**config.mk**
```make
export PLATFORM = sky130hd
export DESIGN_NAME = multi_buffer_register_slot_manager
export DESIGN_NICKNAME = d
export VERILOG_FILES = /design/src/rtl/core/mbrsm_pkg.sv /design/src/rtl/core/mbrsm_ctrl.sv /design/src/rtl/core/mbrsm_dp.sv /design/src/rtl/core/multi_buffer_register_slot_manager.sv
export SDC_FILE = /design/constraint.sdc
export NUM_CORES = 2
export LEC_CHECK = 0
export CAP_MARGIN = 20
export CORE_MARGIN = 2
export CORE_UTILIZATION = 55
export CTS_CLUSTER_DIAMETER = 80
export CTS_CLUSTER_SIZE = 40
export DETAILED_ROUTE_END_ITERATION = 7
export DONT_BUFFER_PORTS = 1
export PLACE_DENSITY = 0.68
export SETUP_SLACK_MARGIN = 0.5
export SYNTH_ARGS = -nofsm -noshare
export SYNTH_HDL_FRONTEND = slang
export SYNTH_SLANG_ARGS = --single-unit
```
**constraint.sdc**
```tcl
create_clock -name i_clk -period 19.4 [get_ports i_clk]
set_input_delay 1.94 -clock i_clk [delete_from_list [all_inputs] [get_ports i_clk]]
set_output_delay 1.94 -clock i_clk [all_outputs]
set_load 0.01 [all_outputs]
```
**src/rtl/core/mbrsm_pkg.sv**
```systemverilog
// Shared types, constants and helpers for the multi-buffer register slot manager.
package mbrsm_pkg;

    localparam int MAX_READERS = 8;
    localparam int SLOTS       = MAX_READERS + 2;
    localparam int VALUE_WIDTH = 32;
    localparam int COUNT_WIDTH = 32;

    localparam int MODE_W   = 2;
    localparam int RID_W    = 3;
    localparam int SLOT_W   = 4;
    localparam int STATUS_W = 2;
    localparam int CFG_W    = 4;

    // Subtractions needed to wrap current+1 into the smallest slot count (3)
    localparam int WRAP_STEPS = SLOTS / 3;

    localparam logic [CFG_W-1:0] NUM_READERS_RESET = CFG_W'(MAX_READERS);

    typedef enum logic [MODE_W-1:0] {
        MODE_WRITE      = 2'd0,
        MODE_READ_START = 2'd1,
        MODE_READ_END   = 2'd2,
        MODE_UNUSED     = 2'd3
    } t_mode;

    typedef enum logic [STATUS_W-1:0] {
        ST_OK         = 2'd0,
        ST_NO_FREE    = 2'd1,
        ST_BAD_READER = 2'd2,
        ST_BAD_SLOT   = 2'd3
    } t_status;

    typedef enum logic {
        CS_IDLE = 1'b0,
        CS_EXEC = 1'b1
    } t_ctrl_state;

    typedef struct packed {
        logic capture;
        logic commit;
    } t_dp_cmd;

    typedef struct packed {
        logic out_free;
    } t_dp_stat;

    // Reduce v modulo n, v below SLOTS + 1 and n at least 3
    function automatic logic [SLOT_W-1:0] slot_wrap(input logic [SLOT_W:0] v,
                                                    input logic [SLOT_W-1:0] n);
        logic [SLOT_W:0] r;
        r = v;
        for (int k = 0; k < WRAP_STEPS; k++) begin
            if (r >= {1'b0, n}) begin
                r = r - {1'b0, n};
            end
        end
        return r[SLOT_W-1:0];
    endfunction

endpackage

```
**src/rtl/core/mbrsm_ctrl.sv**
```systemverilog
// Sequencing controller: accept an item, then execute and commit it.
module mbrsm_ctrl import mbrsm_pkg::*; (
    input  logic     i_clk,
    input  logic     i_rst_n,
    input  logic     i_valid,
    output logic     o_stall,
    input  t_dp_stat i_stat,
    output t_dp_cmd  o_cmd
);

    t_ctrl_state r_state;
    t_ctrl_state n_state;

    always_ff @(posedge i_clk) begin
        if (!i_rst_n) begin
            r_state <= CS_IDLE;
        end else begin
            r_state <= n_state;
        end
    end

    always_comb begin
        n_state = r_state;
        unique case (r_state)
            CS_IDLE: begin
                if (i_valid) begin
                    n_state = CS_EXEC;
                end
            end
            CS_EXEC: begin
                if (i_stat.out_free) begin
                    n_state = CS_IDLE;
                end
            end
            default: n_state = CS_IDLE;
        endcase
    end

    always_comb begin
        o_stall       = 1'b1;
        o_cmd.capture = 1'b0;
        o_cmd.commit  = 1'b0;
        unique case (r_state)
            CS_IDLE: begin
                o_stall       = 1'b0;
                o_cmd.capture = i_valid;
            end
            CS_EXEC: begin
                o_cmd.commit = i_stat.out_free;
            end
            default: o_stall = 1'b1;
        endcase
    end

endmodule

```
**src/rtl/core/mbrsm_dp.sv**
```systemverilog
// Datapath: slot stores, read bookkeeping, free-slot search and result register.
module mbrsm_dp import mbrsm_pkg::*; (
    input  logic                   i_clk,
    input  logic                   i_rst_n,
    input  t_dp_cmd                i_cmd,
    output t_dp_stat               o_stat,
    input  logic                   i_cfg_wr_en,
    input  logic [CFG_W-1:0]       i_cfg_wr_data,
    input  logic [MODE_W-1:0]      i_mode,
    input  logic [RID_W-1:0]       i_reader_id,
    input  logic [SLOT_W-1:0]      i_slot_index,
    input  logic [VALUE_WIDTH-1:0] i_data_in,
    input  logic                   i_stall,
    output logic                   o_valid,
    output logic [SLOT_W-1:0]      o_slot_out,
    output logic [VALUE_WIDTH-1:0] o_data_out,
    output logic                   o_cached,
    output logic [STATUS_W-1:0]    o_status
);

    logic [CFG_W-1:0]       r_num_readers;
    logic [SLOT_W-1:0]      r_cur;
    logic [COUNT_WIDTH-1:0] r_read_cnt;
    logic [VALUE_WIDTH-1:0] r_values [SLOTS];
    // Outstanding reads per slot: started minus ended, modulo the count width
    logic [COUNT_WIDTH-1:0] r_diff [SLOTS];
    logic [SLOTS-1:0]       r_free;
    logic [MAX_READERS-1:0] r_seen;
    logic [SLOT_W-1:0]      r_last [MAX_READERS];

    t_mode                  r_mode;
    logic [RID_W-1:0]       r_rid;
    logic [SLOT_W-1:0]      r_sidx;
    logic [VALUE_WIDTH-1:0] r_data;

    logic                   r_out_valid;
    logic [SLOT_W-1:0]      r_out_slot;
    logic [VALUE_WIDTH-1:0] r_out_data;
    logic                   r_out_cached;
    t_status                r_out_status;

    logic [CFG_W-1:0]       nrd;
    logic [SLOT_W-1:0]      nslots;
    logic [SLOT_W-1:0]      start;
    logic [SLOTS-1:0]       cand;
    logic                   found_hi;
    logic                   found_lo;
    logic [SLOT_W-1:0]      sel_hi;
    logic [SLOT_W-1:0]      sel_lo;
    logic                   found;
    logic [SLOT_W-1:0]      sel;
    logic                   rid_ok;
    logic                   sidx_ok;
    logic                   hit_cached;
    logic [SLOT_W-1:0]      diff_addr;
    logic [COUNT_WIDTH-1:0] diff_rd;
    logic [COUNT_WIDTH-1:0] diff_new;
    logic                   do_write;
    logic                   do_rstart;
    logic                   do_rend;
    logic [SLOT_W-1:0]      res_slot;
    logic [VALUE_WIDTH-1:0] res_data;
    logic                   res_cached;
    t_status                res_status;

    // Effective reader count, clamped to 1..MAX_READERS
    always_comb begin
        if (r_num_readers == '0) begin
            nrd = CFG_W'(1);
        end else if (r_num_readers > CFG_W'(MAX_READERS)) begin
            nrd = CFG_W'(MAX_READERS);
        end else begin
            nrd = r_num_readers;
        end
        nslots = SLOT_W'(nrd) + SLOT_W'(2);
        start  = slot_wrap({1'b0, r_cur} + (SLOT_W+1)'(1), nslots);
    end

    // Free-slot search in cyclic order from start
    always_comb begin
        found_hi = 1'b0;
        found_lo = 1'b0;
        sel_hi   = '0;
        sel_lo   = '0;
        for (int j = 0; j < SLOTS; j++) begin
            cand[j] = r_free[j] && (SLOT_W'(j) < nslots) && (SLOT_W'(j) != r_cur);
        end
        for (int j = SLOTS - 1; j >= 0; j--) begin
            if (cand[j]) begin
                found_lo = 1'b1;
                sel_lo   = SLOT_W'(j);
                if (SLOT_W'(j) >= start) begin
                    found_hi = 1'b1;
                    sel_hi   = SLOT_W'(j);
                end
            end
        end
        found = found_hi || found_lo;
        sel   = found_hi ? sel_hi : sel_lo;
    end

    always_comb begin
        rid_ok     = {1'b0, r_rid} < nrd;
        sidx_ok    = r_sidx < nslots;
        hit_cached = r_seen[r_rid] && (r_last[r_rid] == r_cur);
        diff_addr  = (r_mode == MODE_WRITE) ? r_cur : r_sidx;
        diff_rd    = (diff_addr < SLOT_W'(SLOTS)) ? r_diff[diff_addr] : '0;
        // Retired slot adds the running read count; a read end retires one read
        diff_new   = (r_mode == MODE_WRITE) ? diff_rd + r_read_cnt
                                            : diff_rd - COUNT_WIDTH'(1);
    end

    always_comb begin
        res_slot   = '0;
        res_data   = '0;
        res_cached = 1'b0;
        res_status = ST_OK;
        unique case (r_mode)
            MODE_WRITE: begin
                res_slot   = found ? sel : r_cur;
                res_status = found ? ST_OK : ST_NO_FREE;
            end
            MODE_READ_START: begin
                if (!rid_ok) begin
                    res_status = ST_BAD_READER;
                end else begin
                    res_slot   = r_cur;
                    res_data   = r_values[r_cur];
                    res_cached = hit_cached;
                end
            end
            MODE_READ_END: begin
                if (!rid_ok) begin
                    res_status = ST_BAD_READER;
                end else if (!sidx_ok) begin
                    res_status = ST_BAD_SLOT;
                end else begin
                    res_slot = r_sidx;
                end
            end
            MODE_UNUSED: res_status = ST_OK;
            default:     res_status = ST_OK;
        endcase
    end

    assign do_write  = i_cmd.commit && (r_mode == MODE_WRITE) && found;
    assign do_rstart = i_cmd.commit && (r_mode == MODE_READ_START) && rid_ok && !hit_cached;
    assign do_rend   = i_cmd.commit && (r_mode == MODE_READ_END) && rid_ok && sidx_ok;

    assign o_stat.out_free = !r_out_valid || !i_stall;

    always_ff @(posedge i_clk) begin
        if (!i_rst_n) begin
            r_num_readers <= NUM_READERS_RESET;
            r_cur         <= '0;
            r_read_cnt    <= '0;
            r_free        <= '1;
            r_seen        <= '0;
            r_out_valid   <= 1'b0;
            for (int s = 0; s < SLOTS; s++) begin
                r_values[s] <= '0;
                r_diff[s]   <= '0;
            end
            for (int r = 0; r < MAX_READERS; r++) begin
                r_last[r] <= '0;
            end
        end else begin
            if (i_cfg_wr_en) begin
                r_num_readers <= i_cfg_wr_data;
            end
            if (do_write) begin
                r_values[sel]  <= r_data;
                r_diff[r_cur]  <= diff_new;
                r_free[r_cur]  <= (diff_new == '0);
                r_read_cnt     <= '0;
                r_seen         <= '0;
                r_cur          <= sel;
            end
            if (do_rstart) begin
                r_read_cnt     <= r_read_cnt + COUNT_WIDTH'(1);
                r_seen[r_rid]  <= 1'b1;
                r_last[r_rid]  <= r_cur;
            end
            if (do_rend) begin
                r_diff[r_sidx] <= diff_new;
                r_free[r_sidx] <= (diff_new == '0);
            end
            if (i_cmd.commit) begin
                r_out_valid <= 1'b1;
            end else if (!i_stall) begin
                r_out_valid <= 1'b0;
            end
        end
    end

    always_ff @(posedge i_clk) begin
        if (i_cmd.capture) begin
            r_mode <= t_mode'(i_mode);
            r_rid  <= i_reader_id;
            r_sidx <= i_slot_index;
            r_data <= i_data_in;
        end
        if (i_cmd.commit) begin
            r_out_slot   <= res_slot;
            r_out_data   <= res_data;
            r_out_cached <= res_cached;
            r_out_status <= res_status;
        end
    end

    assign o_valid    = r_out_valid;
    assign o_slot_out = r_out_slot;
    assign o_data_out = r_out_data;
    assign o_cached   = r_out_cached;
    assign o_status   = r_out_status;

    a_commit_shows: assert property (@(posedge i_clk) disable iff (!i_rst_n)
        i_cmd.commit |=> r_out_valid)
        else $error("committed item not presented");

    a_cur_range: assert property (@(posedge i_clk) disable iff (!i_rst_n)
        r_cur < SLOT_W'(SLOTS))
        else $error("current slot out of range");

    a_write_moves: assert property (@(posedge i_clk) disable iff (!i_rst_n)
        do_write |=> (r_cur != $past(r_cur)) && (r_read_cnt == '0))
        else $error("write did not move to a new slot");

endmodule

```
**src/rtl/core/multi_buffer_register_slot_manager.sv**
```systemverilog
// Flow: an item is accepted while the controller is idle; its result is registered
// when it commits from the execute state, once the result register is free.
// The input stalls until the item commits, so no new item is taken before then;
// a write finds a free slot by a combinational priority search over active slots.
// Reset (i_rst_n low, synchronous) clears every slot, count and reader mark,
// makes slot 0 current and sets the reader count to eight.
module multi_buffer_register_slot_manager import mbrsm_pkg::*; (
    input  logic                   i_clk,
    input  logic                   i_rst_n,
    // configuration: reader count
    input  logic                   i_cfg_wr_en,
    input  logic [CFG_W-1:0]       i_cfg_wr_data,
    // input item channel
    input  logic                   i_valid,
    output logic                   o_stall,
    input  logic [MODE_W-1:0]      i_mode,
    input  logic [RID_W-1:0]       i_reader_id,
    input  logic [SLOT_W-1:0]      i_slot_index,
    input  logic [VALUE_WIDTH-1:0] i_data_in,
    // result item channel
    output logic                   o_valid,
    input  logic                   i_stall,
    output logic [SLOT_W-1:0]      o_slot_out,
    output logic [VALUE_WIDTH-1:0] o_data_out,
    output logic                   o_cached,
    output logic [STATUS_W-1:0]    o_status
);

    // Controller/datapath handshake: capture the item, commit its effect
    t_dp_cmd  dp_cmd;
    t_dp_stat dp_stat;

    // Hold the input stalled while an item executes; advance once the
    // result register can take the outcome (empty, or being drained).
    mbrsm_ctrl u_ctrl (
        .i_clk   (i_clk),
        .i_rst_n (i_rst_n),
        .i_valid (i_valid),
        .o_stall (o_stall),
        .i_stat  (dp_stat),
        .o_cmd   (dp_cmd)
    );

    // Slot values, outstanding-read counts with per-slot free flags,
    // per-reader marks, and the result register that parts the two sides.
    mbrsm_dp u_dp (
        .i_clk         (i_clk),
        .i_rst_n       (i_rst_n),
        .i_cmd         (dp_cmd),
        .o_stat        (dp_stat),
        .i_cfg_wr_en   (i_cfg_wr_en),
        .i_cfg_wr_data (i_cfg_wr_data),
        .i_mode        (i_mode),
        .i_reader_id   (i_reader_id),
        .i_slot_index  (i_slot_index),
        .i_data_in     (i_data_in),
        .i_stall       (i_stall),
        .o_valid       (o_valid),
        .o_slot_out    (o_slot_out),
        .o_data_out    (o_data_out),
        .o_cached      (o_cached),
        .o_status      (o_status)
    );

endmodule
```
==> results.cfg <==
[route]
routed-wl-met2_um = 54490
wl_met1_um = 43610
initialDrtViolationCount = 2654
routed-via-count = 27140
final_antenna_net_count = 0
wire_per_inst_um = 24.38
firstDrtPassIters = 6
drcViolationCount = 0
viasPerCell = 6.143
wl_met3_um = 6729
routed.top_layer = met4
routed_wl_um = 107700

[power_and_ir_drop]
powerDensity_nw_per_um2 = 85.19
power.internal_mw = 3.102
clockPowerShare_pct = 28.2
p_leak_nw = 17.38
peakVddDrop_mv = 0.08822
p_sw_share_pct = 25.82
seq_power_share_pct = 59.6
p_switching_mw = 1.080
combPwrFrac_pct = 12.2

[synthesis]
synth_top_area_share_pct = 61.99
synth_flop_cell = edfxtp_1
synth_commonest_cells = edfxtp_1 (944), nor2_1 (628), mux4_2 (234), nand2_1 (149), clkbuf_1 (142)
synth_most_common_cell = edfxtp_1
ys_seq_area_share_pct = 64.75
yosys_warnings = 0
synth_cell_types = 84
synth_area_leaders = edfxtp_1 (62%), mux4_2 (12%), nor2_1 (5.2%)
postSynthCellCount = 3227
async_flop_share_pct = 0
synth_edf_count = 944
synth_area_um2 = 45730
synth_top_cell_by_area = edfxtp_1
synth_seq_cells = 1007
avgSynthCellArea_um2 = 14.17

[critical_path]
regToRegEndpoint = u_dp.r_values[0][17]
r2r_slack_ns = 8.89
path_buf_inv = 4
cp_max_fo = 64
critPathLaunchType = flip-flop
crit_path_end_kind = flip-flop
path_delay_family = simple AND/OR/NAND/NOR gates
cpPeakStageDelay_ns = 1.00
cp.arrival_ns = 10.82
crit_path_top_delay_cell = dfxtp_4
timing.rr.start = u_dp.r_cur[1]
r2r_cells = 29
critPathRequiredTime_ns = 19.71
worstSetupPathType = flip-flop to flip-flop

[placed_design]
portBuffers = 0
hpwl_um = 66250
finalWeightedCongestion = 0.9118
place_ws_ns = 8.962
placed_cells = 4342

[cts]
cts_inserted_buffers = 41
cts_setup_buffers = 0
cts_tree = built
cts.repair.resized = 0
ctsHoldBuffers = 0
cts_sinks = 1007
h-tree-depth = 2
clk_pin_slew_worst_paths_ns = 0.13
cts_root_buf = clkbuf_16
clockBufferDepth = 3
clock_latency_ns = 0.64

[die]
die_y_um = 292.3
rows = 105
die-area_um2 = 85460
core_um2 = 82240
die_w_um = 292.3
initial_core_util_pct = 55.60
io_pins = 91

[cells_and_area]
fin_cells = 4417
nets = 3419
drive_gt1_share_pct = 13.44
utilization_pct = 59.69
antenna_cells = 0
syn2layout_area_growth_pct = 7.344

[global_routing]
grt_max_degree = 121
antenna_found_initial = 0
grt_overflow = 0
grt_pass1_vias = 27790
grt_pass1_wl_um = 166300
gr-usage-all-layers_pct = 25.55

[timing]
period_minus_slack_ns = 10.51
setup_viol = 0
rsz0062_at_grt = false
report.final.slew_viol_count = 0
finalHoldViolations = 0
finalCritPeriodShare_pct = 54.15
fmax_mhz = 95.19
finClkSkew_ns = 0.05939
max_slew_margin_pct = 26.04
tightest_slew_ns = 1.107
finalSetupTns_ns = 0
setup_ws_ns = 8.894

[worst_hold_path]
whs_endpoint = u_dp.r_seen[0]
hp-class = flip-flop to flip-flop
hold_start = u_dp.r_seen[0]
worstHoldPathCells = 1

[job]
maxCapViolCount = 0

[run_status]
outcome = finished clean
power groups by stage:
stage | clock, mW | combinational (mW) | sequential, mW
final | 1.18 | 0.511 | 2.49
after global routing | 1.27 | 0.554 | 2.50
after CTS | 1.20 | 0.507 | 2.49
after detailed placement | 0 | 0.504 | 2.54
after global placement | 0 | 0.493 | 2.54
after floorplan | 0 | 0.378 | 2.52
cell usage in the layout, fill, tap and decap left out, types with 10 or more instances in the layout:
master	Yosys	final
a21o_1	24	24
and2_1	40	40
or2_2	15	15
a211oi_1	11	11
and3_1	26	26
a31oi_1	15	14
ha_1	52	52
nand2b_1	26	25
mux4_2	234	234
o22ai_1	35	35
nor3_1	27	27
o21a_1	15	15
nor2b_1	63	61
a21oi_1	67	67
nor4_1	18	18
clkbuf_16	0	41
clkinv_8	0	10
nor3b_1	15	15
xnor2_1	25	25
nand4_1	11	11
a21boi_0	31	29
nand3_1	32	31
conb_1	1	192
mux2i_1	83	80
nor2_1	628	628
inv_1	101	101
xor2_1	22	22
o21ai_0	73	72
nand2_1	149	140
o31ai_1	13	13
dfxtp_1	63	59
or3_1	41	41
buf_4	5	55
a22oi_1	11	11
edfxtp_1	944	944
area by class of cell:
type                    count  area (µm²)
inverters                 101       379.1
clock inverters            32       469.2
fillers                  6265       33160
well taps                1070        1339
multi-input cells        2106       15730
clock buffers              42        1040
flip-flops and latches   1007       29620
repair buffers             59       508.0
worst register-to-register path: cells and delay by family (launching register included):
kind,cells,cell delay [ns]
and+or+nand+nor,11,3.23
muxes,2,0.80
DFF,1,1.00
AOI/OAI and AO/OA,9,2.82
buffers and inverters,4,1.10
adders and majority gates,3,1.22
worst max-delay path by stage:
| stage | start | endpoint | slack (ns) | depth (start not counted) |
|---|---|---|---|---|
| finish | u_dp.r_cur[1] | u_dp.r_values[0][17] | 8.89 | 29 |
| global route | u_dp.r_cur[1] | u_dp.r_values[0][20] | 8.30 | 29 |
| CTS | u_dp.r_cur[1] | u_dp.r_values[0][17] | 9.00 | 29 |
| detailed placement | u_dp.r_cur[1] | u_dp.r_values[0][3] | 8.96 | 29 |
| global placement | u_dp.r_cur[1] | u_dp.r_values[0][24] | 9.29 | 29 |
| floorplan | u_dp.r_cur[0] | u_dp.r_values[9][0] | 10.12 | 30 |
metrics by stage:
| step | power [mW] | instance area (µm²) | hold slack [ns] |
|---|---|---|---|
| floorplan | 2.900 | 46440 | 0.4211 |
| global placement | 3.028 | 47520 | 0.4378 |
| detailed placement | 3.046 | 47550 | 0.4423 |
| CTS | 4.199 | 49060 | 0.4735 |
| global route | 4.321 | 49090 | 0.4912 |
| finish | 4.182 | 49090 | 0.4774 |
registers in the layout, summed over array words and instances (netlist names), named ones only:
name	cells
u_ctrl.r_state	1
u_dp.o_cached	1
u_dp.o_data_out	32
u_dp.o_slot_out	4
u_dp.o_status	2
u_dp.o_valid	1
u_dp.r_cur	4
u_dp.r_data	32
u_dp.r_diff	320
u_dp.r_free	10
u_dp.r_last	32
u_dp.r_mode	2
u_dp.r_num_readers	4
u_dp.r_read_cnt	32
u_dp.r_rid	3
u_dp.r_seen	8
u_dp.r_sidx	4
u_dp.r_values	512
kinds of logic after synthesis:
logic type | Yosys count | share of synthesized area, %
AO/OA/AOI/OAI | 374 | 5.593
XOR/XNOR | 48 | 0.9358
adder cells (fa/ha/maj) | 54 | 1.497
buffers and inverters | 305 | 2.687
flip-flops | 1007 | 64.75
multiplexers | 323 | 13.49
other | 1 | 0.008201
AND/OR/NAND/NOR | 1115 | 11.04
layer usage:
metal | track usage, % | vias to the layer above
met2 | 44.44 | 1084
li1 | - | 12050
met3 | 2.754 | 175
met4 | 6.779 | 0
met1 | 34.61 | 13830
met5 | 0 | -
Note: power is estimated with default switching activity, not from simulation.
